==> src/hw/rtl/fmf_pkg.sv <==
package fmf_pkg;

  // capacity of one message in bytes
  localparam int unsigned MAX_MESSAGE_BYTES = 65536;

  // byte counter holds every value up to the capacity itself
  localparam int unsigned CNT_W = $clog2(MAX_MESSAGE_BYTES + 1);

  // body length accumulator before the range check
  localparam int unsigned ACC_W = CNT_W + 4;

  // fixed field widths
  localparam int unsigned BYTE_W   = 8;
  localparam int unsigned STATUS_W = 2;
  localparam int unsigned LEN_W    = 17;

  // ascii characters of the frame tags
  localparam logic [BYTE_W-1:0] CHAR_0     = 8'h30;
  localparam logic [BYTE_W-1:0] CHAR_1     = 8'h31;
  localparam logic [BYTE_W-1:0] CHAR_8     = 8'h38;
  localparam logic [BYTE_W-1:0] CHAR_9     = 8'h39;
  localparam logic [BYTE_W-1:0] CHAR_EQUAL = 8'h3d;

  // reset value of the delimiter register (SOH)
  localparam logic [BYTE_W-1:0] DELIM_RESET = 8'h01;

  typedef enum logic [STATUS_W-1:0] {
    STATUS_BUSY    = 2'd0,
    STATUS_READY   = 2'd1,
    STATUS_INVALID = 2'd2
  } status_e;

  // per-byte result from the frame tracker
  typedef struct packed {
    status_e            status;
    logic [LEN_W-1:0]   length;
  } result_t;

endpackage

==> src/hw/rtl/fmf_in_reg.sv <==
module fmf_in_reg (
  input  logic                      clk_i,
  input  logic                      rst_ni,
  input  logic                      in_valid_i,
  output logic                      in_stall_o,
  input  logic [fmf_pkg::BYTE_W-1:0] data_byte_i,
  input  logic                      advance_i,
  output logic                      valid_o,
  output logic [fmf_pkg::BYTE_W-1:0] data_o
);
  import fmf_pkg::*;

  logic              valid_q, valid_d;
  logic [BYTE_W-1:0] data_q;
  logic              load;

  // hold a request only while the next stage cannot move
  assign in_stall_o = valid_q & ~advance_i;
  assign load       = in_valid_i & ~in_stall_o;

  always_comb begin
    valid_d = valid_q;
    if (advance_i) begin
      valid_d = 1'b0;
    end
    if (load) begin
      valid_d = 1'b1;
    end
  end

  always_ff @(posedge clk_i or negedge rst_ni) begin
    if (!rst_ni) begin
      valid_q <= 1'b0;
    end else begin
      valid_q <= valid_d;
    end
  end

  always_ff @(posedge clk_i) begin
    if (load) begin
      data_q <= data_byte_i;
    end
  end

  assign valid_o = valid_q;
  assign data_o  = data_q;

endmodule

==> src/hw/rtl/fmf_frame_fsm.sv <==
module fmf_frame_fsm (
  input  logic                       clk_i,
  input  logic                       rst_ni,
  input  logic                       step_i,
  input  logic [fmf_pkg::BYTE_W-1:0] data_i,
  input  logic [fmf_pkg::BYTE_W-1:0] delimiter_i,
  output fmf_pkg::result_t           result_o
);
  import fmf_pkg::*;

  localparam logic [3:0] PH_BEGIN_TAG  = 4'd0;
  localparam logic [3:0] PH_BEGIN_VAL  = 4'd1;
  localparam logic [3:0] PH_LEN_TAG    = 4'd2;
  localparam logic [3:0] PH_LEN_DIGITS = 4'd3;
  localparam logic [3:0] PH_LEN_BAD    = 4'd4;
  localparam logic [3:0] PH_BODY       = 4'd5;
  localparam logic [3:0] PH_SUM_TAG    = 4'd6;
  localparam logic [3:0] PH_SUM_VAL    = 4'd7;

  logic [3:0]        phase_q, phase_d;
  logic [1:0]        tag_pos_q, tag_pos_d;
  logic [CNT_W-1:0]  seen_q, seen_d;
  logic [CNT_W-1:0]  body_len_q, body_len_d;
  logic [CNT_W-1:0]  body_rem_q, body_rem_d;
  logic [BYTE_W-1:0] first_q, first_d;

  logic [CNT_W-1:0]  seen_inc;
  logic [ACC_W-1:0]  acc_base;
  logic [ACC_W-1:0]  acc;
  logic [CNT_W-1:0]  rem_dec;
  logic              is_delim;
  logic              digit_hit;
  logic              is_eq;
  status_e           status;
  logic [LEN_W-1:0]  length;

  assign seen_inc  = seen_q + CNT_W'(1);
  assign is_delim  = (data_i == delimiter_i);
  assign digit_hit = (data_i >= CHAR_0) && (data_i <= CHAR_9);
  assign is_eq     = (data_i == CHAR_EQUAL);

  // decimal accumulate: length * 10 + digit
  assign acc_base = ACC_W'(body_len_q);
  assign acc      = (acc_base << 3) + (acc_base << 1) + ACC_W'(data_i[3:0]);
  assign rem_dec  = (body_rem_q != '0) ? body_rem_q - CNT_W'(1) : body_rem_q;

  // frame tracking for one byte
  always_comb begin
    phase_d    = phase_q;
    tag_pos_d  = tag_pos_q;
    seen_d     = seen_inc;
    body_len_d = body_len_q;
    body_rem_d = body_rem_q;
    first_d    = first_q;
    status     = STATUS_BUSY;
    length     = '0;

    case (phase_q)
      PH_BEGIN_TAG, PH_LEN_TAG: begin
        if (tag_pos_q == 2'd0) begin
          first_d   = data_i;
          tag_pos_d = 2'd1;
        end else if (is_eq && (first_q == ((phase_q == PH_BEGIN_TAG) ? CHAR_8 : CHAR_9))) begin
          phase_d    = (phase_q == PH_BEGIN_TAG) ? PH_BEGIN_VAL : PH_LEN_DIGITS;
          tag_pos_d  = 2'd0;
          body_len_d = '0;
        end else begin
          status = STATUS_INVALID;
        end
      end
      PH_BEGIN_VAL: begin
        if (is_delim) begin
          phase_d   = PH_LEN_TAG;
          tag_pos_d = 2'd0;
        end
      end
      PH_LEN_DIGITS: begin
        if (is_delim) begin
          if (tag_pos_q == 2'd0) begin
            status = STATUS_INVALID;
          end else if (body_len_q == '0) begin
            phase_d   = PH_SUM_TAG;
            tag_pos_d = 2'd0;
            first_d   = '0;
          end else begin
            body_rem_d = body_len_q;
            phase_d    = PH_BODY;
          end
        end else if (digit_hit) begin
          tag_pos_d = 2'd1;
          if (acc > ACC_W'(MAX_MESSAGE_BYTES)) begin
            phase_d = PH_LEN_BAD;
          end else begin
            body_len_d = acc[CNT_W-1:0];
          end
        end else begin
          phase_d = PH_LEN_BAD;
        end
      end
      PH_LEN_BAD: begin
        if (is_delim) begin
          status = STATUS_INVALID;
        end
      end
      PH_BODY: begin
        body_rem_d = rem_dec;
        if (rem_dec == '0) begin
          phase_d   = PH_SUM_TAG;
          tag_pos_d = 2'd0;
          first_d   = '0;
        end
      end
      PH_SUM_TAG: begin
        if (tag_pos_q == 2'd0) begin
          first_d   = data_i;
          tag_pos_d = 2'd1;
        end else if (tag_pos_q == 2'd1) begin
          // keep only a match flag for the two tag digits
          first_d   = ((first_q == CHAR_1) && (data_i == CHAR_0)) ? 8'd1 : 8'd0;
          tag_pos_d = 2'd2;
        end else if ((first_q == 8'd1) && is_eq) begin
          phase_d   = PH_SUM_VAL;
          tag_pos_d = 2'd0;
        end else begin
          status = STATUS_INVALID;
        end
      end
      PH_SUM_VAL: begin
        if (is_delim) begin
          status = STATUS_READY;
          length = LEN_W'(seen_inc);
        end
      end
      default: begin
        status = STATUS_INVALID;
      end
    endcase

    // message at capacity and not finished on this byte
    if ((status == STATUS_BUSY) && (seen_inc >= CNT_W'(MAX_MESSAGE_BYTES))) begin
      status = STATUS_INVALID;
    end

    // resync to the start of a frame after any verdict
    if (status != STATUS_BUSY) begin
      phase_d    = PH_BEGIN_TAG;
      tag_pos_d  = 2'd0;
      seen_d     = '0;
      body_len_d = '0;
      body_rem_d = '0;
      first_d    = '0;
    end
  end

  always_ff @(posedge clk_i or negedge rst_ni) begin
    if (!rst_ni) begin
      phase_q    <= PH_BEGIN_TAG;
      tag_pos_q  <= 2'd0;
      seen_q     <= '0;
      body_len_q <= '0;
      body_rem_q <= '0;
      first_q    <= '0;
    end else if (step_i) begin
      phase_q    <= phase_d;
      tag_pos_q  <= tag_pos_d;
      seen_q     <= seen_d;
      body_len_q <= body_len_d;
      body_rem_q <= body_rem_d;
      first_q    <= first_d;
    end
  end

  assign result_o.status = status;
  assign result_o.length = length;

endmodule

==> src/hw/rtl/fix_message_framer.sv <==
// FIX message framer, one status result for every received byte.
//
// Input channel: data_byte_i with in_valid_i / in_stall_o. A byte is taken
// on a clock edge with in_valid_i high and in_stall_o low.
// Output channel: status_o and message_length_o with out_valid_o /
// out_stall_i. status_o is 0 while a frame is in progress, 1 when the
// checksum delimiter closes a message (message_length_o then holds the
// total byte count), 2 when the frame is invalid.
// Delimiter register: delimiter_we_i writes delimiter_i on the next edge.
//
// Path: a byte accepted into the input register passes the frame tracker
// and is written into the result register once that register is free or
// being drained. Throughput is one byte per cycle while out_stall_i does
// not hold a result.
// When out_stall_i holds a result, a byte can still be taken while the input
// register is empty, after which in_stall_o rises until the result is taken.
// Reset empties both registers, returns the tracker to the start of a
// frame and sets the delimiter to SOH.
module fix_message_framer (
  input  logic                       clk_i,
  input  logic                       rst_ni,
  input  logic                       in_valid_i,
  output logic                       in_stall_o,
  input  logic [fmf_pkg::BYTE_W-1:0] data_byte_i,
  input  logic                       delimiter_we_i,
  input  logic [fmf_pkg::BYTE_W-1:0] delimiter_i,
  output logic                       out_valid_o,
  input  logic                       out_stall_i,
  output logic [fmf_pkg::STATUS_W-1:0] status_o,
  output logic [fmf_pkg::LEN_W-1:0]  message_length_o
);
  import fmf_pkg::*;

  logic              advance;
  logic              byte_valid;
  logic [BYTE_W-1:0] byte_data;
  logic [BYTE_W-1:0] delim_q;
  result_t           result;
  logic              out_valid_q, out_valid_d;
  result_t           out_q;

  // result register free or being drained this cycle
  assign advance = ~out_valid_q | ~out_stall_i;

  fmf_in_reg u_in_reg (
    .clk_i       (clk_i),
    .rst_ni      (rst_ni),
    .in_valid_i  (in_valid_i),
    .in_stall_o  (in_stall_o),
    .data_byte_i (data_byte_i),
    .advance_i   (advance),
    .valid_o     (byte_valid),
    .data_o      (byte_data)
  );

  fmf_frame_fsm u_frame_fsm (
    .clk_i       (clk_i),
    .rst_ni      (rst_ni),
    .step_i      (advance & byte_valid),
    .data_i      (byte_data),
    .delimiter_i (delim_q),
    .result_o    (result)
  );

  // delimiter register
  always_ff @(posedge clk_i or negedge rst_ni) begin
    if (!rst_ni) begin
      delim_q <= DELIM_RESET;
    end else if (delimiter_we_i) begin
      delim_q <= delimiter_i;
    end
  end

  // result register
  assign out_valid_d = advance ? byte_valid : out_valid_q;

  always_ff @(posedge clk_i or negedge rst_ni) begin
    if (!rst_ni) begin
      out_valid_q <= 1'b0;
    end else begin
      out_valid_q <= out_valid_d;
    end
  end

  always_ff @(posedge clk_i) begin
    if (advance && byte_valid) begin
      out_q <= result;
    end
  end

  assign out_valid_o      = out_valid_q;
  assign status_o         = out_q.status;
  assign message_length_o = out_q.length;

endmodule

==> config.mk <==
export PLATFORM = sky130hd
export DESIGN_NAME = fix_message_framer
export DESIGN_NICKNAME = d
export VERILOG_FILES = /design/src/hw/rtl/fmf_pkg.sv /design/src/hw/rtl/fmf_in_reg.sv /design/src/hw/rtl/fmf_frame_fsm.sv /design/src/hw/rtl/fix_message_framer.sv
export SDC_FILE = /design/constraint.sdc
export NUM_CORES = 1
export LEC_CHECK = 0
export BUFFER_PORTS_ARGS = -buffer_cell sky130_fd_sc_hd__buf_4
export CAP_MARGIN = 20
export CORE_MARGIN = 4
export CORE_UTILIZATION = 50
export CTS_CLUSTER_SIZE = 30
export DETAILED_ROUTE_END_ITERATION = 10
export PLACE_DENSITY = 0.68
export SETUP_SLACK_MARGIN = 0.2
export SYNTH_ARGS = -nofsm -noshare
export SYNTH_HDL_FRONTEND = slang
export SYNTH_SLANG_ARGS = --single-unit
==> constraint.sdc <==
create_clock -name clk_i -period 6.25 [get_ports clk_i]
set_clock_uncertainty 0.1 [all_clocks]
set_input_delay 1.25 -clock clk_i [delete_from_list [all_inputs] [get_ports clk_i]]
set_output_delay 1.25 -clock clk_i [all_outputs]
set_load 0.01 [all_outputs]
==> impl_metrics.ini <==
[run_status]
result_of_the_run = finished clean

[detailed_routing]
ant_nets = 0
drt-pass1-iter-count = 5
totalWireLength_um = 16200
avgRoutedWirePerCell_um = 17.0
vias = 5834
detail_route.iter0.violations = 492
drt-vias-per-instance = 6.12
drt_drc_violations_left = 0

[sta]
finalWorstPathRequiredPeriod_ns = 4.41
final.period_utilization_pct = 70.5
setup_total_negative_slack_ns = 0
upper_clock_frequency_limit_ghz = 0.227
setup_violations = 0
worst_pin_slew_ns = 0.961
worst_rel_slew_slack_pct = 35.8
rsz0062_at_grt = false
final_max_slew_viol_count = 0
hold_viol = 0

[clock_network]
cts.htree.levels = 3
post_cts.resized_instances = 0
cts-root-to-sink-buffers = 2
clock_sinks = 101
post_cts.repair.setup_buffers = 0
clkLatencyLatePin_ns = 0.35
worst_setup_hold_path_clk_slew_ns = 0.08
tritoncts.num_buffers = 9
root_buffer_master = sky130_fd_sc_hd__clkbuf_16
postCtsHoldBufs = 0
cts_tree = built

[floorplanning]
core.rowCount = 42
die_width_um = 125
core_area_sq_um = 13300
boundaryPins = 42
die_height_um = 125
fp.dieArea_sq_um = 15700
floorplan.initialDensity_pct = 51.6

[yosys]
synth.ff_latch_count = 101
synth_warnings = 0
main_combinational_cell_family_by_area_after_synthesis = simple AND/OR/NAND/NOR gates
synth-adder-area-share_pct = 6.94
post_synth_instance_area_sq_um = 6890
synth.avg_cell_area_sq_um = 9.15
synth_simple_gate_area_share_pct = 20.9
cell_count_after_synthesis = 753
synth.top_cells.by_area = sky130_fd_sc_hd__dfrtp_1 27%, sky130_fd_sc_hd__edfxtp_1 12%, sky130_fd_sc_hd__ha_1 6.4%
synth-edff-count = 27
share_of_the_synthesized_area_in_the_top_cell_type_pct = 26.5
seq_area_frac_synth_pct = 38.7
postSynthNetCount = 811
dominantRegCellSynth = sky130_fd_sc_hd__dfrtp_1
synth.area.mux_share_pct = 3.72
synthDistinctLibCells = 87
async_flop_share_pct = 73.3
largest_area_contributor_in_the_netlist = sky130_fd_sc_hd__dfrtp_1
synth-compound-area-share_pct = 20.6
synth_xor_area_share_pct = 4.58

[critical_path]
critical_path.top_delay_family = compound AO/OA/AOI/OAI gates
critPathKind = reg -> reg
critPathMaxFanout = 6
max_stage_delay_on_crit_path_ns = 0.60
critical_path_required_ns = 6.38
critPathCaptureType = register
crit_path_cell_trace = inv_1, fa_1, inv_1, ha_1, a211oi_1, o21bai_1, a211oi_1, a31oi_1, a2111oi_4, o2111ai_2, a2111oi_4, nand3b_1, mux2_2
crit_buf_inv = 2
crit_slowest_cell = sky130_fd_sc_hd__fa_1
cp.arrival_ns = 4.54
startpoint_type_of_the_worst_setup_path = register

[placement]
globalplace.congestion = 0.922
place_hpwl_um = 11800
port-buffer-count = 41

[finish]
num-nets-final = 831
fill_cells = 1209
layout-area-overhead-vs-synth_pct = 9.62
seq_area_sq_um = 2660
finalCoreUtilization_pct = 56.6
drive_gt1_share_pct = 14.1
layout.cells.most_common = sky130_fd_sc_hd__nor2_1
multi_input_comb_area_sq_um = 3900
top_library_cells_by_usage_in_the_layout_fill_and_taps_aside = 80 x sky130_fd_sc_hd__nor2_1, 73 x sky130_fd_sc_hd__dfrtp_1, 66 x sky130_fd_sc_hd__o21ai_0, 64 x sky130_fd_sc_hd__nand2_1
antenna_cells = 0

[global_routing]
grt_first_pass_wirelength_um = 27200
first_global_vias = 5560
grt_antenna_before_repair = 0
grt_overflow_total = 0
grt_start_max_net_pins = 75
gr-usage-all-layers_pct = 20.7

[run]
max_cap_viol = 0

[power_and_ir_drop]
cellLeakagePower_nw = 3.21
powerDensity_nw_per_um2 = 341
vdd_ir_drop_max_mv = 0.169

[min_path]
holdCritPathClass = reg -> reg
sequential cells by signal, indices dropped and copies added, names as in the netlist:
signal / flops
message_length_o: 17
delim_q: 8
u_in_reg.data_o: 8
u_frame_fsm.phase_q: 3
u_frame_fsm.seen_q: 17
u_in_reg.valid_o: 1
out_valid_o: 1
u_frame_fsm.body_rem_q: 17
u_frame_fsm.body_len_q: 17
status_o: 2
u_frame_fsm.first_q: 8
u_frame_fsm.tag_pos_q: 2
cells in the mapped netlist (8+ instances only):
cell type and n:
sky130_fd_sc_hd__nor2_1 80, sky130_fd_sc_hd__nor2b_1 10, sky130_fd_sc_hd__mux2_2 12, sky130_fd_sc_hd__xnor2_1 29, sky130_fd_sc_hd__inv_1 29, sky130_fd_sc_hd__mux2i_1 11, sky130_fd_sc_hd__a21oi_1 44, sky130_fd_sc_hd__nor3_1 22
sky130_fd_sc_hd__nand4_1 16, sky130_fd_sc_hd__o2bb2ai_1 8, sky130_fd_sc_hd__o21ai_0 66, sky130_fd_sc_hd__nand2_1 64, sky130_fd_sc_hd__o31ai_1 8, sky130_fd_sc_hd__edfxtp_1 27, sky130_fd_sc_hd__nor4_1 18, sky130_fd_sc_hd__clkbuf_1 24
sky130_fd_sc_hd__ha_1 35, sky130_fd_sc_hd__and3_1 8, sky130_fd_sc_hd__dfrtp_1 73, sky130_fd_sc_hd__nand3_1 16
cell type report:
| class | instances | share of cell area [%] |
|---|---|---|
| Tap cell | 176 | 2.92 |
| Sequential cell | 101 | 35.3 |
| Multi-Input combinational cell | 587 | 51.7 |
| Inverter | 29 | 1.44 |
| Clock buffer | 10 | 3.31 |
| Clock inverter | 6 | 0.646 |
| Timing Repair Buffer | 45 | 4.74 |
stage by stage:
stage | power [mW] | cell area, sq um | setup WS, ns | cells | hold slack (ns)
final | 2.57 | 7550 | 1.84 | 954 | 0.415
after global routing | 2.75 | 7550 | 1.57 | 954 | 0.442
after CTS | 2.56 | 7530 | 1.83 | 953 | 0.419
after detailed placement | 2.00 | 7230 | 1.84 | 937 | 0.401
after global placement | 1.98 | 7230 | 2.00 | 937 | 0.391
after floorplan | 1.74 | 6890 | 2.27 | 753 | 0.375
cells by family (layout without fill, tap and decap cells):
family | Yosys count | in the layout
flip-flops | 101 | 101
adder cells (fa/ha/maj) | 37 | 37
multiplexers | 24 | 24
XOR/XNOR | 36 | 36
buffers and inverters | 65 | 90
AO/OA/AOI/OAI | 207 | 207
AND/OR/NAND/NOR | 283 | 283
layer usage:
layer,vias up,share of wire (%),track usage (%)
met3,23,4.7,2.73
met5,-,0,0
met2,162,48,34.1
met4,0,2.0,7.72
li1,2827,-,-
met1,2822,45,28.0
worst register-to-register path, stage by stage, from the launching register on:
cell,delay [ns]
sky130_fd_sc_hd__edfxtp_1,0.45
sky130_fd_sc_hd__inv_1,0.09
sky130_fd_sc_hd__fa_1,0.60
sky130_fd_sc_hd__inv_1,0.06
sky130_fd_sc_hd__ha_1,0.28
sky130_fd_sc_hd__a211oi_1,0.41
sky130_fd_sc_hd__o21bai_1,0.26
sky130_fd_sc_hd__a211oi_1,0.27
sky130_fd_sc_hd__a31oi_1,0.10
sky130_fd_sc_hd__a2111oi_4,0.36
sky130_fd_sc_hd__o2111ai_2,0.19
sky130_fd_sc_hd__a2111oi_4,0.54
sky130_fd_sc_hd__nand3b_1,0.23
sky130_fd_sc_hd__mux2_2,0.36
worst paths after layout:
kind	from	endpoint	slack, ns	depth (start not counted)
setup / recovery	u_in_reg.data_o[3]	u_frame_fsm.phase_q[1]	1.84	13
setup reg to reg	u_in_reg.data_o[3]	u_frame_fsm.phase_q[1]	1.84	13
hold / removal	u_in_reg.valid_o	out_valid_o	0.42	1
hold reg to reg	u_in_reg.valid_o	out_valid_o	0.42	1
min in group asynchronous	rst_ni	u_frame_fsm.body_rem_q[12]	0.93	1
max in group asynchronous	rst_ni	delim_q[2]	4.50	1
where the power goes:
group          internal, mW  total [mW]  switching, mW
registers             0.770       0.892          0.122
clock network         0.299       0.558          0.258
logic                 0.437        1.12          0.685
total                  1.51        2.57           1.07
No activity file was read; power rests on OpenSTA's default activity.
